<file path="config.mk">
export PLATFORM = sky130hd
export DESIGN_NAME = top_k_lifetime_tracker
export DESIGN_NICKNAME = d
export VERILOG_FILES = /design/src/hw/rtl/tklt_pkg.sv /design/src/hw/rtl/tklt_table.sv /design/src/hw/rtl/tklt_min_scan.sv /design/src/hw/rtl/top_k_lifetime_tracker.sv
export SDC_FILE = /design/constraint.sdc
export NUM_CORES = 2
export LEC_CHECK = 0
export BUFFER_PORTS_ARGS = -buffer_cell sky130_fd_sc_hd__buf_2
export CORE_MARGIN = 2
export CORE_UTILIZATION = 60
export CTS_CLUSTER_DIAMETER = 200
export DETAILED_ROUTE_END_ITERATION = 12
export PLACE_DENSITY_LB_ADDON = 0.2
export SLEW_MARGIN = 20
export SYNTH_ARGS = -nofsm -noshare
export SYNTH_HDL_FRONTEND = slang
export SYNTH_SLANG_ARGS = --single-unit
</file>
<file path="constraint.sdc">
create_clock -name clk -period 19.5 [get_ports clk]
set_input_delay 4.875 -clock clk [delete_from_list [all_inputs] [get_ports clk]]
set_output_delay 4.875 -clock clk [all_outputs]
set_load 0.05 [all_outputs]
</file>
<file path="src/hw/rtl/tklt_pkg.sv">
// Package for the top-k lifetime tracker: table geometry, request codes,
// sequencer states, the slot entry type and the name clipping function.
// Depends on nothing; every other file of the tracker uses it.
`timescale 1ns / 1ps

package tklt_pkg;

	// Number of table slots.
	localparam int TOP_SLOTS  = 5;

	// Fixed field widths of the request and result ports.
	localparam int PID_W      = 22;
	localparam int UID_W      = 32;
	localparam int WORD_W     = 64;
	localparam int CNT_W      = 32;
	localparam int SLOT_W     = 3;
	localparam int NAME_BYTES = 16;
	localparam int NAME_W     = NAME_BYTES * 8;

	// Width of an internal slot index; it also holds every value of the index field,
	// so an out-of-range read never aliases onto a real slot.
	localparam int SLOT_IDX_W = ($clog2(TOP_SLOTS) > SLOT_W) ? $clog2(TOP_SLOTS) : SLOT_W;

	// Request codes on the func field; code 3 has no meaning and changes nothing.
	typedef enum logic [1:0] {
		FUNC_FORK = 2'd0,
		FUNC_EXIT = 2'd1,
		FUNC_READ = 2'd2
	} func_t;

	// Sequencer states of the top level.
	typedef enum logic [1:0] {
		ST_IDLE,
		ST_SCAN,
		ST_DECIDE,
		ST_RESULT
	} state_t;

	// One table slot.
	typedef struct packed {
		logic [PID_W-1:0]  pid;
		logic [UID_W-1:0]  uid;
		logic [WORD_W-1:0] name_low;
		logic [WORD_W-1:0] name_high;
		logic [WORD_W-1:0] life;
	} entry_t;

	// Commands from the sequencer to the minimum scan unit.
	typedef struct packed {
		logic start;
		logic step;
		logic decide;
	} scan_cmd_t;

	// Status from the minimum scan unit back to the sequencer.
	typedef struct packed {
		logic                  last;
		logic                  win;
		logic [SLOT_IDX_W-1:0] min_idx;
	} scan_stat_t;

	// Zero every byte that follows the first zero byte of the name.
	function automatic logic [NAME_W-1:0] clip_name(input logic [NAME_W-1:0] nm);
		logic              ended;
		logic [NAME_W-1:0] r;
		ended = 1'b0;
		r     = nm;
		for (int b = 0; b < NAME_BYTES; b++) begin
			if (ended) begin
				r[b*8 +: 8] = 8'h00;
			end else if (nm[b*8 +: 8] == 8'h00) begin
				ended = 1'b1;
			end
		end
		return r;
	endfunction

endpackage

</file>
<file path="src/hw/rtl/tklt_table.sv">
// Slot table of the top-k lifetime tracker: TOP_SLOTS entries in flip-flops,
// one write port and one read port. Depends on tklt_pkg.
`timescale 1ns / 1ps

module tklt_table (
	input  logic                           clk,
	input  logic                           arst_n,
	input  logic                           wr_en,
	input  logic [tklt_pkg::SLOT_IDX_W-1:0] wr_addr,
	input  tklt_pkg::entry_t               wr_data,
	input  logic [tklt_pkg::SLOT_IDX_W-1:0] rd_addr,
	output tklt_pkg::entry_t               rd_data
);

	tklt_pkg::entry_t slots_q [tklt_pkg::TOP_SLOTS];

	// Table storage; reset empties every slot.
	always_ff @(posedge clk or negedge arst_n) begin
		if (!arst_n) begin
			for (int i = 0; i < tklt_pkg::TOP_SLOTS; i++) begin
				slots_q[i] <= '0;
			end
		end else if (wr_en) begin
			slots_q[wr_addr] <= wr_data;
		end
	end

	// Read port; an address past the last slot reads as an empty entry.
	always_comb begin
		if (32'(rd_addr) < 32'(tklt_pkg::TOP_SLOTS)) begin
			rd_data = slots_q[rd_addr];
		end else begin
			rd_data = '0;
		end
	end

endmodule

</file>
<file path="src/hw/rtl/tklt_min_scan.sv">
// Minimum scan unit of the top-k lifetime tracker: walks the slots one per
// cycle through a single shared 64-bit comparator. Depends on tklt_pkg.
`timescale 1ns / 1ps

module tklt_min_scan (
	input  logic                            clk,
	input  logic                            arst_n,
	input  tklt_pkg::scan_cmd_t             cmd,
	input  logic [tklt_pkg::WORD_W-1:0]     rd_life,
	input  logic [tklt_pkg::WORD_W-1:0]     new_life,
	output logic [tklt_pkg::SLOT_IDX_W-1:0] addr,
	output tklt_pkg::scan_stat_t            stat
);

	logic [tklt_pkg::SLOT_IDX_W-1:0] cnt_q;
	logic [tklt_pkg::SLOT_IDX_W-1:0] min_idx_q;
	logic [tklt_pkg::WORD_W-1:0]     min_life_q;
	logic [tklt_pkg::WORD_W-1:0]     op_a;
	logic [tklt_pkg::WORD_W-1:0]     op_b;
	logic                            lt;

	// The one comparator: slot against running minimum while scanning,
	// running minimum against the new lifetime when deciding.
	always_comb begin
		if (cmd.decide) begin
			op_a = min_life_q;
			op_b = new_life;
		end else begin
			op_a = rd_life;
			op_b = min_life_q;
		end
		lt = op_a < op_b;
	end

	// Slot counter and running minimum; a strict compare keeps the lowest index on a tie.
	always_ff @(posedge clk or negedge arst_n) begin
		if (!arst_n) begin
			cnt_q      <= '0;
			min_idx_q  <= '0;
			min_life_q <= '0;
		end else if (cmd.start) begin
			cnt_q <= '0;
		end else if (cmd.step) begin
			if (cnt_q == '0 || lt) begin
				min_idx_q  <= cnt_q;
				min_life_q <= rd_life;
			end
			cnt_q <= cnt_q + 1'b1;
		end
	end

	assign addr         = cnt_q;
	assign stat.last    = (32'(cnt_q) == 32'(tklt_pkg::TOP_SLOTS - 1));
	assign stat.win     = lt;
	assign stat.min_idx = min_idx_q;

endmodule

</file>
<file path="src/hw/rtl/top_k_lifetime_tracker.sv">
// Top level of the top-k lifetime tracker: request capture, sequencer,
// event counters and result register. Depends on tklt_pkg, tklt_table, tklt_min_scan.
//
//   Channel   Handshake               Payload
//   request   in_valid / in_ready     func pid uid name_low name_high now_ns start_ns index
//   result    out_valid / out_ready   fork_total exit_total start_stamp replaced slot entry_*
//
// A fork, a read or an unused code goes from idle straight to the result state.
// An exit walks the scan state, one slot per cycle through the single 64-bit comparator,
// then the decide state, where that comparator decides the write, then the result state.
// Reset empties the table and clears both counters at once; no clearing pass follows.
// One request is in flight at a time; a result that is not taken holds the sequencer
// in its result state, and no new request is accepted until the result is loaded.
`timescale 1ns / 1ps

module top_k_lifetime_tracker (
	input  logic                          clk,
	input  logic                          arst_n,
	input  logic                          in_valid,
	output logic                          in_ready,
	input  logic [1:0]                    func,
	input  logic [tklt_pkg::PID_W-1:0]    pid,
	input  logic [tklt_pkg::UID_W-1:0]    uid,
	input  logic [tklt_pkg::WORD_W-1:0]   name_low,
	input  logic [tklt_pkg::WORD_W-1:0]   name_high,
	input  logic [tklt_pkg::WORD_W-1:0]   now_ns,
	input  logic [tklt_pkg::WORD_W-1:0]   start_ns,
	input  logic [tklt_pkg::SLOT_W-1:0]   index,
	output logic                          out_valid,
	input  logic                          out_ready,
	output logic [tklt_pkg::CNT_W-1:0]    fork_total,
	output logic [tklt_pkg::CNT_W-1:0]    exit_total,
	output logic [tklt_pkg::WORD_W-1:0]   start_stamp,
	output logic                          replaced,
	output logic [tklt_pkg::SLOT_W-1:0]   slot,
	output logic                          entry_used,
	output logic [tklt_pkg::PID_W-1:0]    entry_pid,
	output logic [tklt_pkg::UID_W-1:0]    entry_uid,
	output logic [tklt_pkg::WORD_W-1:0]   entry_name_low,
	output logic [tklt_pkg::WORD_W-1:0]   entry_name_high,
	output logic [tklt_pkg::WORD_W-1:0]   entry_lifetime
);

	tklt_pkg::state_t     state_q;
	tklt_pkg::state_t     state_d;
	tklt_pkg::scan_cmd_t  scan_cmd;
	tklt_pkg::scan_stat_t scan_stat;
	tklt_pkg::entry_t     rd_data;
	tklt_pkg::entry_t     wr_data;

	logic                            accept;
	logic                            load_out;
	logic                            out_free;
	logic                            wr_en;
	logic [tklt_pkg::SLOT_IDX_W-1:0] scan_addr;
	logic [tklt_pkg::SLOT_IDX_W-1:0] rd_addr;
	logic [tklt_pkg::NAME_W-1:0]     name_clip;

	logic [1:0]                      func_q;
	logic [tklt_pkg::PID_W-1:0]      pid_q;
	logic [tklt_pkg::UID_W-1:0]      uid_q;
	logic [tklt_pkg::NAME_W-1:0]     name_q;
	logic [tklt_pkg::WORD_W-1:0]     now_q;
	logic [tklt_pkg::WORD_W-1:0]     life_q;
	logic [tklt_pkg::SLOT_W-1:0]     idx_q;
	logic [tklt_pkg::CNT_W-1:0]      forks_q;
	logic [tklt_pkg::CNT_W-1:0]      exits_q;
	logic                            repl_q;
	logic [tklt_pkg::SLOT_W-1:0]     repl_slot_q;
	logic                            out_valid_q;

	logic                            is_fork;
	logic                            is_exit;
	logic                            is_read;
	logic [tklt_pkg::SLOT_W-1:0]     slot_d;

	assign accept   = in_valid && in_ready;
	assign out_free = !out_valid_q || out_ready;

	// Next-state logic of the sequencer.
	always_comb begin
		state_d = state_q;
		case (state_q)
			tklt_pkg::ST_IDLE: begin
				if (accept) begin
					state_d = (func == tklt_pkg::FUNC_EXIT) ? tklt_pkg::ST_SCAN
					                                       : tklt_pkg::ST_RESULT;
				end
			end
			tklt_pkg::ST_SCAN: begin
				if (scan_stat.last) begin
					state_d = tklt_pkg::ST_DECIDE;
				end
			end
			tklt_pkg::ST_DECIDE: begin
				state_d = tklt_pkg::ST_RESULT;
			end
			tklt_pkg::ST_RESULT: begin
				if (out_free) begin
					state_d = tklt_pkg::ST_IDLE;
				end
			end
			default: begin
				state_d = tklt_pkg::ST_IDLE;
			end
		endcase
	end

	// Output logic of the sequencer.
	always_comb begin
		in_ready        = 1'b0;
		scan_cmd.start  = 1'b0;
		scan_cmd.step   = 1'b0;
		scan_cmd.decide = 1'b0;
		wr_en           = 1'b0;
		load_out        = 1'b0;
		rd_addr         = tklt_pkg::SLOT_IDX_W'(idx_q);
		case (state_q)
			tklt_pkg::ST_IDLE: begin
				in_ready       = 1'b1;
				scan_cmd.start = 1'b1;
			end
			tklt_pkg::ST_SCAN: begin
				scan_cmd.step = 1'b1;
				rd_addr       = scan_addr;
			end
			tklt_pkg::ST_DECIDE: begin
				scan_cmd.decide = 1'b1;
				wr_en           = scan_stat.win;
			end
			tklt_pkg::ST_RESULT: begin
				load_out = out_free;
			end
			default: begin
				in_ready = 1'b0;
			end
		endcase
	end

	always_ff @(posedge clk or negedge arst_n) begin
		if (!arst_n) begin
			state_q <= tklt_pkg::ST_IDLE;
		end else begin
			state_q <= state_d;
		end
	end

	// Request capture; the lifetime subtraction and name clipping happen here.
	assign name_clip = tklt_pkg::clip_name({name_high, name_low});

	always_ff @(posedge clk) begin
		if (accept) begin
			func_q <= func;
			pid_q  <= pid;
			uid_q  <= uid;
			name_q <= name_clip;
			now_q  <= now_ns;
			life_q <= now_ns - start_ns;
			idx_q  <= index;
		end
	end

	// Event counters, wrapping at 2^32.
	always_ff @(posedge clk or negedge arst_n) begin
		if (!arst_n) begin
			forks_q <= '0;
			exits_q <= '0;
		end else if (accept) begin
			if (func == tklt_pkg::FUNC_FORK) begin
				forks_q <= forks_q + 1'b1;
			end
			if (func == tklt_pkg::FUNC_EXIT) begin
				exits_q <= exits_q + 1'b1;
			end
		end
	end

	// Outcome of the exit decision.
	always_ff @(posedge clk) begin
		if (scan_cmd.decide) begin
			repl_q      <= scan_stat.win;
			repl_slot_q <= tklt_pkg::SLOT_W'(scan_stat.min_idx);
		end
	end

	// Entry written on a replacement.
	always_comb begin
		wr_data.pid       = pid_q;
		wr_data.uid       = uid_q;
		wr_data.name_low  = name_q[tklt_pkg::WORD_W-1:0];
		wr_data.name_high = name_q[tklt_pkg::NAME_W-1:tklt_pkg::WORD_W];
		wr_data.life      = life_q;
	end

	tklt_table u_table (
		.clk     (clk),
		.arst_n  (arst_n),
		.wr_en   (wr_en),
		.wr_addr (scan_stat.min_idx),
		.wr_data (wr_data),
		.rd_addr (rd_addr),
		.rd_data (rd_data)
	);

	tklt_min_scan u_min_scan (
		.clk      (clk),
		.arst_n   (arst_n),
		.cmd      (scan_cmd),
		.rd_life  (rd_data.life),
		.new_life (life_q),
		.addr     (scan_addr),
		.stat     (scan_stat)
	);

	// Result valid flag.
	always_ff @(posedge clk or negedge arst_n) begin
		if (!arst_n) begin
			out_valid_q <= 1'b0;
		end else if (load_out) begin
			out_valid_q <= 1'b1;
		end else if (out_ready) begin
			out_valid_q <= 1'b0;
		end
	end

	assign out_valid = out_valid_q;

	// Decode of the held request code for the result fields.
	assign is_fork = (func_q == tklt_pkg::FUNC_FORK);
	assign is_exit = (func_q == tklt_pkg::FUNC_EXIT);
	assign is_read = (func_q == tklt_pkg::FUNC_READ);

	// Slot field: the replaced slot on an exit, the requested index on a read.
	always_comb begin
		case (func_q)
			tklt_pkg::FUNC_EXIT: begin
				slot_d = repl_q ? repl_slot_q : '0;
			end
			tklt_pkg::FUNC_READ: begin
				slot_d = idx_q;
			end
			default: begin
				slot_d = '0;
			end
		endcase
	end

	// Result register; fields that do not belong to the request code read as zero.
	always_ff @(posedge clk) begin
		if (load_out) begin
			fork_total      <= forks_q;
			exit_total      <= exits_q;
			start_stamp     <= is_fork ? now_q : '0;
			replaced        <= is_exit && repl_q;
			slot            <= slot_d;
			entry_used      <= is_read && (rd_data.life != '0);
			entry_pid       <= is_read ? rd_data.pid : '0;
			entry_uid       <= is_read ? rd_data.uid : '0;
			entry_name_low  <= is_read ? rd_data.name_low : '0;
			entry_name_high <= is_read ? rd_data.name_high : '0;
			entry_lifetime  <= is_read ? rd_data.life : '0;
		end
	end

endmodule

</file>
==> metrics.md <==
| Metric | Value |
|---|---|
| CTS HTree Levels | 4 |
| Post-Syn Nets | 6582 |
| Number of global-route vias before repair | 56300 |
| Worst VDD drop | 0.000173 V |
| Slew Viols, Final | 0 |
| RSZ-0062 raised after global routing | no |
| Setup TNS | 0 ps |
| Source of the worst hold timing path | forks_q[31] |
| Share of synthesized registers carrying an async set or reset | 0.662 |
| Count of synthesis-stage warnings from yosys | 0 |
| Net switching component of the power | 6230 uW |
| Share of synthesized area occupied by flip-flops and latches | 0.611 |
| Destination of the worst register-to-register timing path | u_table.slots_q[107] |
| Total CTS buffers | 206 |
| Insertion delay of the later-clocked pin in the worst-skew pair | 840 ps |
| Sum of routed wire length over all layers | 225000 um |
| Data arrival at the endpoint of the critical path | 9490 ps |
| Remaining DRCs | 0 |
| Number of antenna violations at the first check in global routing | 15 |
| Count of distinct cell types in the synthesized netlist | 79 |
| Total via count after detailed routing | 54800 |
| Switching share of power | 0.354 |
| Count of instances resized after the clock tree is built | 0 |
| Minimum period implied by the final worst setup slack | 8780 ps |
| Headroom to the max-slew limit | 0.209 |
| Die height | 392 um |
| Buffering stage count on the worst path with inverters included | 7 |
| CP Launch Point | state_q[1] |
| Horizontal die dimension | 392 um |
| Maximum fanout along the worst path | 119 |
| Total overflow reported by the global router | 0 |
| Number of routed nets with antenna violations | 0 |
| Number of top-level design ports | 700 |
| Fmax | 114 MHz |
| Hold path cells | 1 |
| Depth of the most critical reg-to-reg path | 23 |
| Worst Tran Pin Value | 1170 ps |
| Kind of cell with the highest combined delay on the critical path | buffers and inverters |
| Most frequent CP cell | sky130_fd_sc_hd__buf_4 |
| Top-area cell type share of the netlist area | 0.379 |
| Average cell area after synthesis | 14.7 um^2 |
| Synth Register Bits | 2065 |
| Pre-CTS setup slack | 10260 ps |
| Comb power frac | 0.370 |
| Synthesized netlist cell count | 6125 |
| Classification of the worst-slack hold path | flop to flop |
| Final hold viol count | 0 |
| Number of inserted filler cells in the final layout | 10400 |
| Clock transition at the register clock pins on the worst setup and hold paths after CTS | 60 ps |
| Post-layout worst setup margin | 10720 ps |
| Overall global routing resource usage | 0.296 |
| Ratio of routed vias to standard cells | 6.10 |
| Largest net degree at the start of global routing | 172 |
| Int Pwr | 11400 uW |
| Starting density of the core | 0.604 |
| Port buffer count | 699 |
| Run status | complete, no violations |
| Number of cell rows | 142 |
| Routability-driven placement congestion ratio | 0.878 |
| Clock sink count | 2065 |
| Post-Syn Area | 0.0903 mm^2 |
| Worst Setup Path Type | flop to flop |
| Global-route wire length before repair | 345000 um |
| Half-perimeter wire length after detailed placement | 140000 um |
| Start of the worst register-to-register path | state_q[1] |
| Deepest clock path buffer count | 3 |
| Cell chosen for the clock root | sky130_fd_sc_hd__clkbuf_16 |
| Main synth FF type | sky130_fd_sc_hd__dfrtp_1 |
| Share of the core filled with cells | 0.685 |
| Fraction of layout cells with a size suffix above 1 | 0.383 |
| Leak | 0.0440 uW |
| Core Region | 0.150 mm^2 |
| Cell-by-cell trace of the critical path | inv_1 -> ha_1 -> buf_4 -> mux2_8 -> buf_4 -> buf_4 -> nand3_1 -> a32o_1 -> mux2_2 -> ha_1 -> a21oi_1 -> nor2b_1 -> o21ai_0 -> nand2b_1 -> a21oi_1 -> o21ai_0 -> a21oi_1 -> o41ai_4 -> nor3_4 -> buf_12 -> buf_4 -> buf_4 -> mux2_2 |
| Max-cap viol count | 0 |
| Fin Clk Skew | 49.1 ps |
| Biggest area contributors in the synthesized netlist | sky130_fd_sc_hd__dfrtp_1, sky130_fd_sc_hd__edfxtp_1, sky130_fd_sc_hd__mux2_2, sky130_fd_sc_hd__mux4_2, sky130_fd_sc_hd__nand2_1 |
| Most common cell after layout, fill and taps aside | sky130_fd_sc_hd__dfrtp_1 |
| Synth-to-layout area growth | 13.5% |
| Proportion of power drawn by flip-flops and latches | 0.400 |
| Crit path largest cell delay | 880 ps |
| Most used cells in the layout excluding fill and tap cells | sky130_fd_sc_hd__dfrtp_1, sky130_fd_sc_hd__mux2_2, sky130_fd_sc_hd__edfxtp_1, sky130_fd_sc_hd__buf_2, sky130_fd_sc_hd__nand2_1 |
| Endpoint of the worst hold-timing path | forks_q[31] |
| Slowest-stage cell, CP | sky130_fd_sc_hd__buf_4 |
| Number of enable flip-flop cells after synthesis | 698 |
| Final Cycle Share | 0.450 |
| Clock share of power | 0.230 |
| Worst Setup End Kind | flop |
| CTS tree | yes |
| Register-to-register setup slack | 10720 ps |
| Routed length per placed instance | 25.1 um |
| Setup Fix Bufs, Post-CTS | 0 |
| Final Net Count | 7225 |
| Most area-hungry cell type in the Yosys netlist | sky130_fd_sc_hd__dfrtp_1 |
| Hold_buf cts | 0 |
| 1st-iter DRT viols | 4443 |
| Power per cell area | 172 mW/mm^2 |
| CP Launch Type | flop |
| Setup Viol. Count Final | 0 |
| First-pass iteration count of the detailed router | 5 |
| CP required | 20210 ps |
| Die Area | 0.154 mm^2 |
[flip-flops by register name, indices dropped and copies added (netlist names), 22 cells and up]
signal,count
entry_lifetime,64
forks_q,32
entry_name_high,64
now_q,64
entry_name_low,64
start_stamp,64
entry_pid,22
u_min_scan.min_life_q,64
exit_total,32
name_q,128
uid_q,32
pid_q,22
entry_uid,32
fork_total,32
exits_q,32
life_q,64
u_table.slots_q,1230
[synth_stat cells (7+ instances only)]
master and instances:
sky130_fd_sc_hd__buf_2 27, sky130_fd_sc_hd__and2_1 174, sky130_fd_sc_hd__mux2i_1 127, sky130_fd_sc_hd__inv_1 120
sky130_fd_sc_hd__a21o_1 54, sky130_fd_sc_hd__dfrtp_1 1367, sky130_fd_sc_hd__a32oi_1 18, sky130_fd_sc_hd__a22oi_1 50
sky130_fd_sc_hd__and3_1 72, sky130_fd_sc_hd__nand4_1 47, sky130_fd_sc_hd__xor2_1 49, sky130_fd_sc_hd__mux4_2 225
sky130_fd_sc_hd__nor4_1 34, sky130_fd_sc_hd__clkbuf_1 160, sky130_fd_sc_hd__o21a_1 7, sky130_fd_sc_hd__buf_4 122
sky130_fd_sc_hd__edfxtp_1 698, sky130_fd_sc_hd__a32o_1 20, sky130_fd_sc_hd__o31ai_1 7, sky130_fd_sc_hd__nor2b_1 17
sky130_fd_sc_hd__a21oi_1 259, sky130_fd_sc_hd__a211oi_1 8, sky130_fd_sc_hd__nand3_1 88, sky130_fd_sc_hd__or4_1 8
sky130_fd_sc_hd__nand2b_1 13, sky130_fd_sc_hd__ha_1 137, sky130_fd_sc_hd__o21ai_0 43, sky130_fd_sc_hd__nand2_1 500
sky130_fd_sc_hd__nor2_1 128, sky130_fd_sc_hd__mux2_2 1294, sky130_fd_sc_hd__nor3_1 13, sky130_fd_sc_hd__a31oi_1 13
sky130_fd_sc_hd__mux2_4 10, sky130_fd_sc_hd__buf_1 32, sky130_fd_sc_hd__a22o_1 13, sky130_fd_sc_hd__xnor2_1 72
[worst max path at each step]
| stage | to | cells after the start | slack, ps |
|---|---|---|---|
| floorplan | entry_lifetime[0] | 2 | 5110 |
| global placement | life_q[62] | 14 | 10360 |
| detailed placement | life_q[62] | 14 | 10260 |
| CTS | u_table.slots_q[121] | 23 | 10710 |
| global route | u_table.slots_q[121] | 23 | 10290 |
| finish | u_table.slots_q[107] | 23 | 10720 |
[area by class of cell]
class | instances | area [um^2] | area share
Antenna cell | 6 | 15.0 | 0.000147
Multi-Input combinational cell | 3596 | 33000 | 0.322
Tap cell | 2016 | 2520 | 0.0246
Timing Repair Buffer | 779 | 4280 | 0.0418
Sequential cell | 2065 | 55200 | 0.538
Clock inverter | 103 | 1130 | 0.0111
Clock buffer | 290 | 5870 | 0.0573
Inverter | 120 | 458 | 0.00447
[kinds of logic (layout without fill, tap and decap cells)]
kind of cell	Yosys count	after routing	share of synthesized area
compound gates	555	555	0.0397
xor+xnor	121	121	0.0117
simple gates	1126	1126	0.0602
flops	2065	2065	0.611
fa+ha+maj	138	138	0.0192
buf+inv	464	1292	0.0248
other cells	0	6	0
mux	1656	1656	0.233
[routing by layer]
metal / up-vias / global-route usage / routed length, um
li1: 23800 / - / -
met1: 28700 / 0.416 / 94400
met2: 1880 / 0.474 / 109000
met3: 346 / 0.0522 / 14900
met4: 10 / 0.0960 / 6710
met5: - / 0 / 69
[power by group through the flow]
stage	clock network (uW)	registers (uW)	logic, uW
3_3_place_gp	0	6990	6370
2_1_floorplan	0	7900	4060
3_5_place_dp	0	7070	6500
5_1_grt	4300	7190	6940
6_report	4050	7030	6500
4_1_cts	4110	7020	6530
[stage by stage]
stage	area, um^2	power, uW	hold slack [ps]	std cells
2_1_floorplan	90300	12000	437	6125
3_3_place_gp	95400	13400	452	8576
3_5_place_dp	95400	13600	457	8576
4_1_cts	102000	17700	469	8969
5_1_grt	102000	18400	476	8972
6_report	102000	17600	465	8975
Note: power is estimated with default switching activity, not from simulation.
